<file path="src/design/drbs_pkg.sv">
`default_nettype none
package drbs_pkg;

  localparam int BANKS_DEF       = 4;
  localparam int QUEUE_DEPTH_DEF = 8;
  localparam int ROW_BITS_DEF    = 16;
  localparam int TIME_BITS_DEF   = 32;

  localparam int CFG_AW = 5;

  localparam logic [15:0] HIT_LAT_RST    = 16'd154;
  localparam logic [15:0] CLOSED_LAT_RST = 16'd258;
  localparam logic [15:0] MISS_LAT_RST   = 16'd362;
  localparam logic [15:0] ISSUE_DLY_RST  = 16'd135;

  typedef enum logic [2:0] {
    REG_HIT_LAT    = 3'd0,
    REG_CLOSED_LAT = 3'd1,
    REG_MISS_LAT   = 3'd2,
    REG_ISSUE_DLY  = 3'd3,
    REG_REORDER    = 3'd4
  } reg_idx_t;

  typedef enum logic [2:0] {
    EV_HIT     = 3'd0,
    EV_CLOSED  = 3'd1,
    EV_MISS    = 3'd2,
    EV_QUEUED  = 3'd3,
    EV_DROPPED = 3'd4
  } ev_kind_t;

  typedef enum logic [1:0] {
    ST_IDLE,
    ST_SYNC,
    ST_FINAL
  } seq_state_t;

  typedef struct packed {
    logic [TIME_BITS_DEF-1:0] arrival_time;
    logic [1:0]               request_bank;
    logic [ROW_BITS_DEF-1:0]  request_row;
  } in_t;

  typedef struct packed {
    logic [1:0]               event_bank;
    ev_kind_t                 event_kind;
    logic [ROW_BITS_DEF-1:0]  event_row;
    logic [TIME_BITS_DEF-1:0] start_time;
    logic [TIME_BITS_DEF-1:0] end_time;
    logic [31:0]              bank_busy_total;
    logic                     last;
  } out_t;

  typedef struct packed {
    logic        valid;
    out_t        payload;
  } evt_t;

  typedef struct packed {
    logic [15:0] hit_latency;
    logic [15:0] closed_latency;
    logic [15:0] miss_latency;
    logic        reorder_enable;
  } cell_cfg_t;

endpackage
`default_nettype wire

</file>
<file path="src/design/drbs_bank_cell.sv">
`default_nettype none
module drbs_bank_cell #(
  parameter int IDX         = 0,
  parameter int QUEUE_DEPTH = 8,
  parameter int ROW_BITS    = 16,
  parameter int TIME_BITS   = 32
) (
  input  wire                       clk,
  input  wire                       rst_n,
  input  drbs_pkg::cell_cfg_t       cfg,
  input  wire [TIME_BITS-1:0]       now,
  input  wire [TIME_BITS-1:0]       issue,
  input  wire [ROW_BITS-1:0]        req_row,
  input  wire                       fin,
  input  wire                       token_in,
  output logic                      token_out,
  output drbs_pkg::evt_t            ev
);
  import drbs_pkg::*;

  localparam int QW = $clog2(QUEUE_DEPTH);
  localparam int CW = $clog2(QUEUE_DEPTH + 1);

  logic [ROW_BITS-1:0]  open_row_r, open_row_nxt;
  logic                 row_valid_r, row_valid_nxt;
  logic [TIME_BITS-1:0] busy_until_r, busy_until_nxt;
  logic [31:0]          busy_sum_r, busy_sum_nxt;
  logic [CW-1:0]        count_r, count_nxt;
  logic                 token_r, token_nxt;
  logic [ROW_BITS-1:0]  q_r   [QUEUE_DEPTH];
  logic [ROW_BITS-1:0]  q_nxt [QUEUE_DEPTH];

  logic                 still_busy;
  logic [QW-1:0]        sel;
  logic [ROW_BITS-1:0]  svc_row;
  logic [TIME_BITS-1:0] svc_start;
  logic                 do_serve, do_pop;
  logic [15:0]          lat;
  ev_kind_t             kind;
  logic [TIME_BITS:0]   end_sum;
  logic [TIME_BITS-1:0] end_time;
  logic [32:0]          tot_sum;
  logic [31:0]          tot;

  assign still_busy = busy_until_r > now;

  // Oldest row hit behind a non-hit head, searched only when reordering applies.
  always_comb begin
    sel = '0;
    if (cfg.reorder_enable && count_r >= CW'(2) &&
        !(row_valid_r && q_r[0] == open_row_r)) begin
      for (int p = QUEUE_DEPTH - 1; p >= 1; p--) begin
        if (CW'(p) < count_r && row_valid_r && q_r[p] == open_row_r) begin
          sel = QW'(p);
        end
      end
    end
  end

  assign do_pop    = token_r && !still_busy && count_r != '0;
  assign do_serve  = do_pop || (fin && !still_busy);
  assign svc_row   = do_pop ? q_r[sel] : req_row;
  assign svc_start = do_pop ? busy_until_r : issue;
  assign token_out = token_r && !do_pop;

  always_comb begin
    if (row_valid_r && open_row_r == svc_row) begin
      kind = EV_HIT;
      lat  = cfg.hit_latency;
    end else if (!row_valid_r) begin
      kind = EV_CLOSED;
      lat  = cfg.closed_latency;
    end else begin
      kind = EV_MISS;
      lat  = cfg.miss_latency;
    end
    end_sum  = {1'b0, svc_start} + (TIME_BITS + 1)'(lat);
    end_time = end_sum[TIME_BITS] ? '1 : end_sum[TIME_BITS-1:0];
    tot_sum  = {1'b0, busy_sum_r} + 33'(lat);
    tot      = tot_sum[32] ? 32'hFFFF_FFFF : tot_sum[31:0];
  end

  always_comb begin
    open_row_nxt   = open_row_r;
    row_valid_nxt  = row_valid_r;
    busy_until_nxt = busy_until_r;
    busy_sum_nxt   = busy_sum_r;
    count_nxt      = count_r;
    token_nxt      = token_in || do_pop;
    for (int i = 0; i < QUEUE_DEPTH; i++) begin
      q_nxt[i] = q_r[i];
    end
    if (do_serve) begin
      open_row_nxt   = svc_row;
      row_valid_nxt  = 1'b1;
      busy_until_nxt = end_time;
      busy_sum_nxt   = tot;
    end
    if (do_pop) begin
      count_nxt = count_r - CW'(1);
      for (int i = 0; i < QUEUE_DEPTH - 1; i++) begin
        if (QW'(i) >= sel) begin
          q_nxt[i] = q_r[i + 1];
        end
      end
    end else if (fin && still_busy && count_r != CW'(QUEUE_DEPTH)) begin
      q_nxt[count_r[QW-1:0]] = req_row;
      count_nxt = count_r + CW'(1);
    end
  end

  always_comb begin
    ev = '0;
    ev.valid                   = do_pop || fin;
    ev.payload.event_bank      = 2'(IDX);
    ev.payload.event_row       = 16'(svc_row);
    ev.payload.start_time      = 32'(svc_start);
    ev.payload.last            = fin;
    if (do_serve) begin
      ev.payload.event_kind      = kind;
      ev.payload.end_time        = 32'(end_time);
      ev.payload.bank_busy_total = tot;
    end else begin
      ev.payload.event_kind      = (count_r == CW'(QUEUE_DEPTH)) ? EV_DROPPED : EV_QUEUED;
      ev.payload.end_time        = '0;
      ev.payload.bank_busy_total = busy_sum_r;
    end
  end

  always_ff @(posedge clk) begin
    if (!rst_n) begin
      open_row_r   <= '0;
      row_valid_r  <= 1'b0;
      busy_until_r <= '0;
      busy_sum_r   <= '0;
      count_r      <= '0;
      token_r      <= 1'b0;
    end else begin
      open_row_r   <= open_row_nxt;
      row_valid_r  <= row_valid_nxt;
      busy_until_r <= busy_until_nxt;
      busy_sum_r   <= busy_sum_nxt;
      count_r      <= count_nxt;
      token_r      <= token_nxt;
    end
  end

  always_ff @(posedge clk) begin
    for (int i = 0; i < QUEUE_DEPTH; i++) begin
      q_r[i] <= q_nxt[i];
    end
  end

endmodule
`default_nettype wire

</file>
<file path="src/design/dram_bank_row_buffer_scheduler_top.sv">
`default_nettype none
// DRAM open-page bank scheduler.
// A request (arrival time, bank, row) is taken with start while busy is low.
// The banks form a chain of cells; a token walks the chain from bank 0 up.
// The cell holding the token serves the head of its queue (the oldest row hit
// when reorder is on and the head is no hit), one access per cycle while the
// bank is free by the arrival time, then hands the token on. After the last bank
// the request itself is issued, queued or dropped by its own bank; that event
// carries last. Each event appears for one cycle with out_valid; the receiver
// cannot stall. Busy stays high from the accepting edge until the final event
// has been shown. Results come one per cycle while accesses are served, the
// last event in the final cycle.
// Latencies, issue delay and reorder mode are written through the APB port at
// byte address 4*index; the user must write them only while the block is idle,
// which the block itself does not enforce. Reset clears all banks to closed,
// idle, with empty queues and default register values.
module dram_bank_row_buffer_scheduler_top #(
  parameter int BANKS       = drbs_pkg::BANKS_DEF,
  parameter int QUEUE_DEPTH = drbs_pkg::QUEUE_DEPTH_DEF
) (
  input  wire                        clk,
  input  wire                        rst_n,
  input  wire                        start,
  output logic                       busy,
  input  drbs_pkg::in_t              in_payload,
  output logic                       out_valid,
  output drbs_pkg::out_t             out_payload,
  input  wire                        psel,
  input  wire                        penable,
  input  wire                        pwrite,
  input  wire [drbs_pkg::CFG_AW-1:0] paddr,
  input  wire [31:0]                 pwdata,
  output logic [31:0]                prdata,
  output logic                       pready
);
  import drbs_pkg::*;

  localparam int ROW_BITS  = ROW_BITS_DEF;
  localparam int TIME_BITS = TIME_BITS_DEF;
  localparam int BW = (BANKS > 1) ? $clog2(BANKS) : 1;

  logic [15:0]          hit_lat_r, closed_lat_r, miss_lat_r, issue_dly_r;
  logic                 reorder_r;
  seq_state_t           state_r, state_nxt;
  logic [TIME_BITS-1:0] now_r;
  logic [ROW_BITS-1:0]  row_r;
  logic [BW-1:0]        bsel_r;
  logic [4:0]           bank_mod;
  logic                 accept, wr;
  logic [TIME_BITS:0]   issue_sum;
  logic [TIME_BITS-1:0] issue;
  cell_cfg_t            ccfg;
  logic [BANKS:0]       tok;
  evt_t                 ev [BANKS];
  logic [BANKS-1:0]     ev_valid;
  reg_idx_t             ridx;

  assign pready = 1'b1;
  assign ridx   = reg_idx_t'(paddr[CFG_AW-1:2]);
  assign wr     = psel && penable && pwrite && pready;

  always_ff @(posedge clk) begin
    if (!rst_n) begin
      hit_lat_r    <= HIT_LAT_RST;
      closed_lat_r <= CLOSED_LAT_RST;
      miss_lat_r   <= MISS_LAT_RST;
      issue_dly_r  <= ISSUE_DLY_RST;
      reorder_r    <= 1'b0;
    end else if (wr) begin
      unique case (ridx)
        REG_HIT_LAT:    hit_lat_r    <= pwdata[15:0];
        REG_CLOSED_LAT: closed_lat_r <= pwdata[15:0];
        REG_MISS_LAT:   miss_lat_r   <= pwdata[15:0];
        REG_ISSUE_DLY:  issue_dly_r  <= pwdata[15:0];
        REG_REORDER:    reorder_r    <= pwdata[0];
        default: ;
      endcase
    end
  end

  always_comb begin
    unique case (ridx)
      REG_HIT_LAT:    prdata = {16'd0, hit_lat_r};
      REG_CLOSED_LAT: prdata = {16'd0, closed_lat_r};
      REG_MISS_LAT:   prdata = {16'd0, miss_lat_r};
      REG_ISSUE_DLY:  prdata = {16'd0, issue_dly_r};
      REG_REORDER:    prdata = {31'd0, reorder_r};
      default:        prdata = '0;
    endcase
  end

  // Bank number folded into range; the field is only two bits wide.
  always_comb begin
    bank_mod = {3'd0, in_payload.request_bank};
    for (int k = 0; k < 3; k++) begin
      if (bank_mod >= 5'(BANKS)) begin
        bank_mod = bank_mod - 5'(BANKS);
      end
    end
  end

  assign accept = start && !busy;

  always_comb begin
    unique case (state_r)
      ST_IDLE:  state_nxt = accept ? ST_SYNC : ST_IDLE;
      ST_SYNC:  state_nxt = tok[BANKS] ? ST_FINAL : ST_SYNC;
      ST_FINAL: state_nxt = ST_IDLE;
      default:  state_nxt = ST_IDLE;
    endcase
  end

  always_comb begin
    busy = (state_r != ST_IDLE);
  end

  always_ff @(posedge clk) begin
    if (!rst_n) begin
      state_r <= ST_IDLE;
    end else begin
      state_r <= state_nxt;
    end
  end

  always_ff @(posedge clk) begin
    if (accept) begin
      now_r  <= TIME_BITS'(in_payload.arrival_time);
      row_r  <= ROW_BITS'(in_payload.request_row);
      bsel_r <= BW'(bank_mod);
    end
  end

  assign issue_sum = {1'b0, now_r} + (TIME_BITS + 1)'(issue_dly_r);
  assign issue     = issue_sum[TIME_BITS] ? '1 : issue_sum[TIME_BITS-1:0];

  assign ccfg.hit_latency    = hit_lat_r;
  assign ccfg.closed_latency = closed_lat_r;
  assign ccfg.miss_latency   = miss_lat_r;
  assign ccfg.reorder_enable = reorder_r;

  assign tok[0] = accept;

  for (genvar c = 0; c < BANKS; c++) begin : g_cell
    drbs_bank_cell #(
      .IDX         (c),
      .QUEUE_DEPTH (QUEUE_DEPTH),
      .ROW_BITS    (ROW_BITS),
      .TIME_BITS   (TIME_BITS)
    ) u_cell (
      .clk       (clk),
      .rst_n     (rst_n),
      .cfg       (ccfg),
      .now       (now_r),
      .issue     (issue),
      .req_row   (row_r),
      .fin       ((state_r == ST_FINAL) && (bsel_r == BW'(c))),
      .token_in  (tok[c]),
      .token_out (tok[c+1]),
      .ev        (ev[c])
    );
    assign ev_valid[c] = ev[c].valid;
  end

  // Idle cells still present their bank and row, so only a valid beat is merged.
  always_comb begin
    out_valid   = 1'b0;
    out_payload = '0;
    for (int c = 0; c < BANKS; c++) begin
      out_valid = out_valid | ev[c].valid;
      if (ev[c].valid) begin
        out_payload = out_payload | ev[c].payload;
      end
    end
  end

  a_one_event: assert property (@(posedge clk) disable iff (!rst_n)
    $onehot0(ev_valid))
    else $error("two bank cells drive an event in one cycle");

  a_token_single: assert property (@(posedge clk) disable iff (!rst_n)
    $onehot0(tok))
    else $error("more than one token handoff in one cycle");

  a_event_in_work: assert property (@(posedge clk) disable iff (!rst_n)
    out_valid |-> busy)
    else $error("event shown while idle");

  a_last_final: assert property (@(posedge clk) disable iff (!rst_n)
    (out_valid && out_payload.last) |=> !busy)
    else $error("final event not followed by idle");

endmodule
`default_nettype wire
</file>
<file path="config.mk">
export PLATFORM = sky130hd
export DESIGN_NAME = dram_bank_row_buffer_scheduler_top
export DESIGN_NICKNAME = d
export VERILOG_FILES = /design/src/design/drbs_pkg.sv /design/src/design/drbs_bank_cell.sv /design/src/design/dram_bank_row_buffer_scheduler_top.sv
export SDC_FILE = /design/constraint.sdc
export NUM_CORES = 2
export LEC_CHECK = 0
export ABC_AREA = 1
export BUFFER_PORTS_ARGS = -buffer_cell sky130_fd_sc_hd__buf_4
export CAP_MARGIN = 20
export CORE_MARGIN = 2
export CORE_UTILIZATION = 64
export DETAILED_ROUTE_END_ITERATION = 16
export GPL_TIMING_DRIVEN = 0
export HOLD_SLACK_MARGIN = 0.06
export PLACE_DENSITY = 0.85
export REMOVE_ABC_BUFFERS = 1
export SLEW_MARGIN = 20
export SYNTH_ARGS = -nofsm -noshare
export SYNTH_HDL_FRONTEND = slang
export SYNTH_SLANG_ARGS = --single-unit
export TNS_END_PERCENT = 10
</file>
<file path="constraint.sdc">
create_clock -name clk -period 8.34 [get_ports clk]
set_clock_uncertainty 0.1 [all_clocks]
set_input_delay 0.417 -clock clk [delete_from_list [all_inputs] [get_ports clk]]
set_output_delay 0.417 -clock clk [all_outputs]
set_load 0.01 [all_outputs]
</file>
==> flow_summary.ini, run 1 <==
[status]
outcome = stopped before the end
lastStage = global routing (5_1_grt)
error = [ERROR GRT-0232] Routing congestion too high. Check the congestion heatmap in the GUI.

[yosys]
async_reset_ff_frac = 0
ys_types = 80
avgSynthCellArea_um2 = 7.030
syn_inst = 10100
yosys_warnings = 0
synth-main-ff-cell = edfxtp_1
synth_area_mm2 = 0.07103
synth_edf_count = 562
synth_most_common_cell = nand2_1
synth-seq-area-share = 0.3534
ys_top_cells_by_area = edfxtp_1, nand2_1, dfxtp_1, inv_1, nand3_1
synth_top_area_cell = edfxtp_1
synth_top_area_share = 0.2376
synthTopCellsByCount = nand2_1, inv_1, nor2_1
synth_seq_cells = 973

[clock_tree]
cts_made_buffers = 110
htreeDepth = 3
cts_buffer_depth = 3
clock_sinks = 973
cts_root_buf = clkbuf_16

[placed_design]
routabilityCongestion = 1.084
placed_cells = 11380
hpwl_um = 229600
io_buffers = 210

[global_routing]
grt_max_degree = 115
grt_use_total = 0.8013
grt_overflow_total = 164

[timing]
worstEpCategory = top-level output
postGrtWorstEndpoint = out_payload[46]

[floorplan]
start_util = 0.6436
die_y_um = 337.1
die_x_um = 337.1
pin_count = 246
rows = 122
cell families after synthesis:
kind of cell    count (synthesis)  share of synthesized area
fa+ha+maj                     294                    0.05274
flops                         973                     0.3534
buf+inv                      1626                    0.09535
simple gates                 4857                     0.2934
other cells                     2                  0.0001057
compound gates               2022                     0.1642
mux                             2                  0.0002819
xor+xnor                      328                    0.04045
timing repair:
action,4_1_cts
hold endpoints to repair,116
pin swaps,248
gates cloned,52
resized for setup,1003
setup endpoints to repair,321
hold buffers,70
setup buffers,377
metrics by stage:
step / instance area, um^2 / setup WS [ns] / utilization
4_1_cts: 85800 / -0.4375 / 0.7774
3_5_place_dp: 73600 / -3.980 / 0.6669
3_3_place_gp: 71950 / -18.07 / 0.6519
2_1_floorplan: 68510 / -4.518 / -
per-layer routing:
metal | overflow | global-route usage
met1 | 4 | 0.8058
met2 | 82 | 0.9333
met3 | 6 | 0.6820
met4 | 72 | 0.7906
met5 | 0 | 0.3983
==> inputs of run 2 (changes only) <==
--- a/config.mk
+++ b/config.mk
@@ -9,11 +9,10 @@
 export BUFFER_PORTS_ARGS = -buffer_cell sky130_fd_sc_hd__buf_4
 export CAP_MARGIN = 20
 export CORE_MARGIN = 2
-export CORE_UTILIZATION = 64
+export CORE_UTILIZATION = 40
 export DETAILED_ROUTE_END_ITERATION = 16
 export GPL_TIMING_DRIVEN = 0
-export HOLD_SLACK_MARGIN = 0.06
-export PLACE_DENSITY = 0.85
+export PLACE_DENSITY_LB_ADDON = 0.15
 export REMOVE_ABC_BUFFERS = 1
 export SLEW_MARGIN = 20
 export SYNTH_ARGS = -nofsm -noshare
==> flow_summary.ini, run 2 <==
[yosys]
synth_top_area_share = 0.2376
synth-xor-area-share = 0.04045
avgSynthCellArea_um2 = 7.030
synth_mux_area_frac = 0.0002819
ys_types = 80
synth_edf_count = 562
synth-compound-area-share = 0.1642
synth_most_common_cell = nand2_1
synth_top_area_cell = edfxtp_1
synth-main-ff-cell = edfxtp_1
synthTopCellsByCount = nand2_1, inv_1, nor2_1
yosys_warnings = 0
synth-simple-area-share = 0.2934
synth_top_family_by_area = simple AND/OR/NAND/NOR gates
synth_area_mm2 = 0.07103
synth-seq-area-share = 0.3534
ys_top_cells_by_area = edfxtp_1, nand2_1, dfxtp_1, inv_1, nand3_1
synth_seq_cells = 973
syn_inst = 10100
async_reset_ff_frac = 0
synth_fa_ha_area_frac = 0.05274

[clock_tree]
cts_tree = built
cts_made_buffers = 121
clkTransAtPathRegs_ns = 0.06
clock_sinks = 973
htreeDepth = 3
insertion_delay_ns = 0.83
cts_buffer_depth = 3
cts_root_buf = clkbuf_16

[critical_path]
rr_worst_depth = 50
critPathSlowestCell = edfxtp_1
required_ns = 7.82
reg2reg_to = g_cell[3].u_cell.busy_until_r[28]
crit_path_end_kind = output port
critPathArrivalTime_ns = 8.85
crit_path_max_incr_delay_ns = 0.44
cp-start-kind = flop
r2r-start = now_r[30]
r2r_slack_ns = 0.14
path_class = reg -> out
crit_path_max_fanout = 11

[pwr]
powerDensity_mw_per_mm2 = 135.7
p_leak_nw = 37.27
peakVddDrop_mv = 0.1842

[global_routing]
gr-usage-met2 = 0.6530
grt_overflow_total = 0
grtUsageMet1 = 0.4950
grt_first_pass_wirelength_um = 542400
grt_pass1_vias = 75320
antenna_found_initial = 16
met3_usage = 0.08535
grt_use_total = 0.4148
busiest_layer = met2
grt_max_degree = 115

[layout]
utilization = 0.4957
stdcell_count = 12940
final_common_cell = nand2_1
final_cell_mix = nand2_1, inv_1, nor2_1
largest-register = g_cell.u_cell.q_r
reg_top3 = g_cell.u_cell.q_r x512, g_cell.u_cell.busy_sum_r x128, g_cell.u_cell.busy_until_r x128
area_growth_pct = 23.04
layout.nets = 10870
largest_register_ffs = 512
drive_gt1_frac = 0.1697

[timing]
slew_headroom = 0.1734
worst_pin_slew_ns = 1.240
finalMaxSlewViolations = 0
rsz0062_at_grt = yes
fmax_mhz = 106.8
fin_crit_ns = 9.364
setup_viol = 64
fin_hold_ws_ns = 0.003344
fin_crit_sh = 1.123
hold_violations = 0
setup_ws_ns = -1.024

[route]
drtPass1Iterations = 9
vias = 79870
totalWireLength_um = 392000
vias_per_cell = 6.172
drc = 0
ant_nets = 0
wl_per_cell_um = 30.29
drt_iter0_drc = 10720

[placed_design]
hpwl_um = 267600
dp_slack_ns = -5.588
io_buffers = 210
placed_cells = 12240
routabilityCongestion = 0.9978

[floorplan]
start_util = 0.4029
pin_count = 246
fp.coreArea_mm2 = 0.1763
die_x_um = 425.4
dieArea_mm2 = 0.1810
die_y_um = 425.4
rows = 154

[job]
drv_cap = 0

[min_path]
whs_endpoint = issue_dly_r[1]
hold_start = rst_n
hold_depth = 2
hp-class = in -> reg

[status]
violations = setup timing
outcome = finished with violations
==> run 2: cell counts after synthesis <==
Identical to the previous run, type by type.
==> run 2: routing by layer <==
| layer | wire, um | vias up |
|---|---|---|
| li1 | - | 35260 |
| met2 | 172000 | 5227 |
| met4 | 38320 | 6 |
| met5 | 57 | - |
| met1 | 142500 | 37920 |
| met3 | 39120 | 1461 |
==> run 2: area by class of cell <==
class                      count  area [um^2]
clock buffer                 169         3473
timing repair inverter         7        61.31
sequential                   973        25310
antenna                        8        20.02
multi-input combinational   7541        42870
clock inverter                59        646.9
inverter                    1118         4537
fill                       17490        88920
tap                         2340         2928
timing repair buffer         725         7547
==> run 2: metrics by stage <==
stage | area [um^2] | setup TNS, ns | power, mW
5_1_grt | 87370 | -71.47 | 12.10
2_1_floorplan | 68510 | -520.43 | 5.711
3_5_place_dp | 74770 | -1112.28 | 6.099
4_1_cts | 85530 | -61.57 | 11.79
3_3_place_gp | 73010 | -6415.80 | 6.064
6_report | 87390 | -60.69 | 11.86
==> run 2: cell families (layout without fill, tap and decap cells) <==
kind of cell,count (synthesis),in the layout
muxes,2,2
other,2,25
buffers and inverters,1626,2078
xor gates and xnor gates,328,328
and+or+nand+nor,4857,4877
DFF,973,973
adders and majority gates,294,294
AOI/OAI and AO/OA,2022,2023
==> run 2: critical path, delay by kind of cell (launching register included) <==
kind | cells | cell delay [ns]
simple gates | 25 | 3.28
fa+ha+maj | 3 | 0.80
flops | 1 | 0.44
buf+inv | 15 | 2.23
compound gates | 8 | 1.17
==> run 2: how the worst max path moves through the flow <==
stage,slack [ns],cells past startpoint,endpoint,startpoint
4_1_cts,-1.07,56,out_payload[57],now_r[30]
2_1_floorplan,-4.52,19,out_payload[18],now_r[25]
5_1_grt,-1.19,59,out_payload[40],now_r[30]
3_5_place_dp,-5.59,48,out_payload[9],now_r[29]
3_3_place_gp,-22.88,21,out_payload[10],now_r[27]
6_report,-1.02,51,out_payload[12],now_r[30]
==> run 2: where the power goes <==
part	switching, mW	leakage (nW)	internal (mW)
clock	2.44	2.02	3.24
combinational	0.706	26.8	0.363
sequential	0.0674	8.47	5.05
==> run 2: what timing repair did <==
action	in CTS	in global routing
endpoints found under the setup margin	323	135
hold buffers	70	0
pin swaps	166	166
gates cloned	44	8
gates resized for setup	825	275
setup buffers	246	107
endpoints found under the hold margin	116	0
Power figures use the tool's default switching activity.
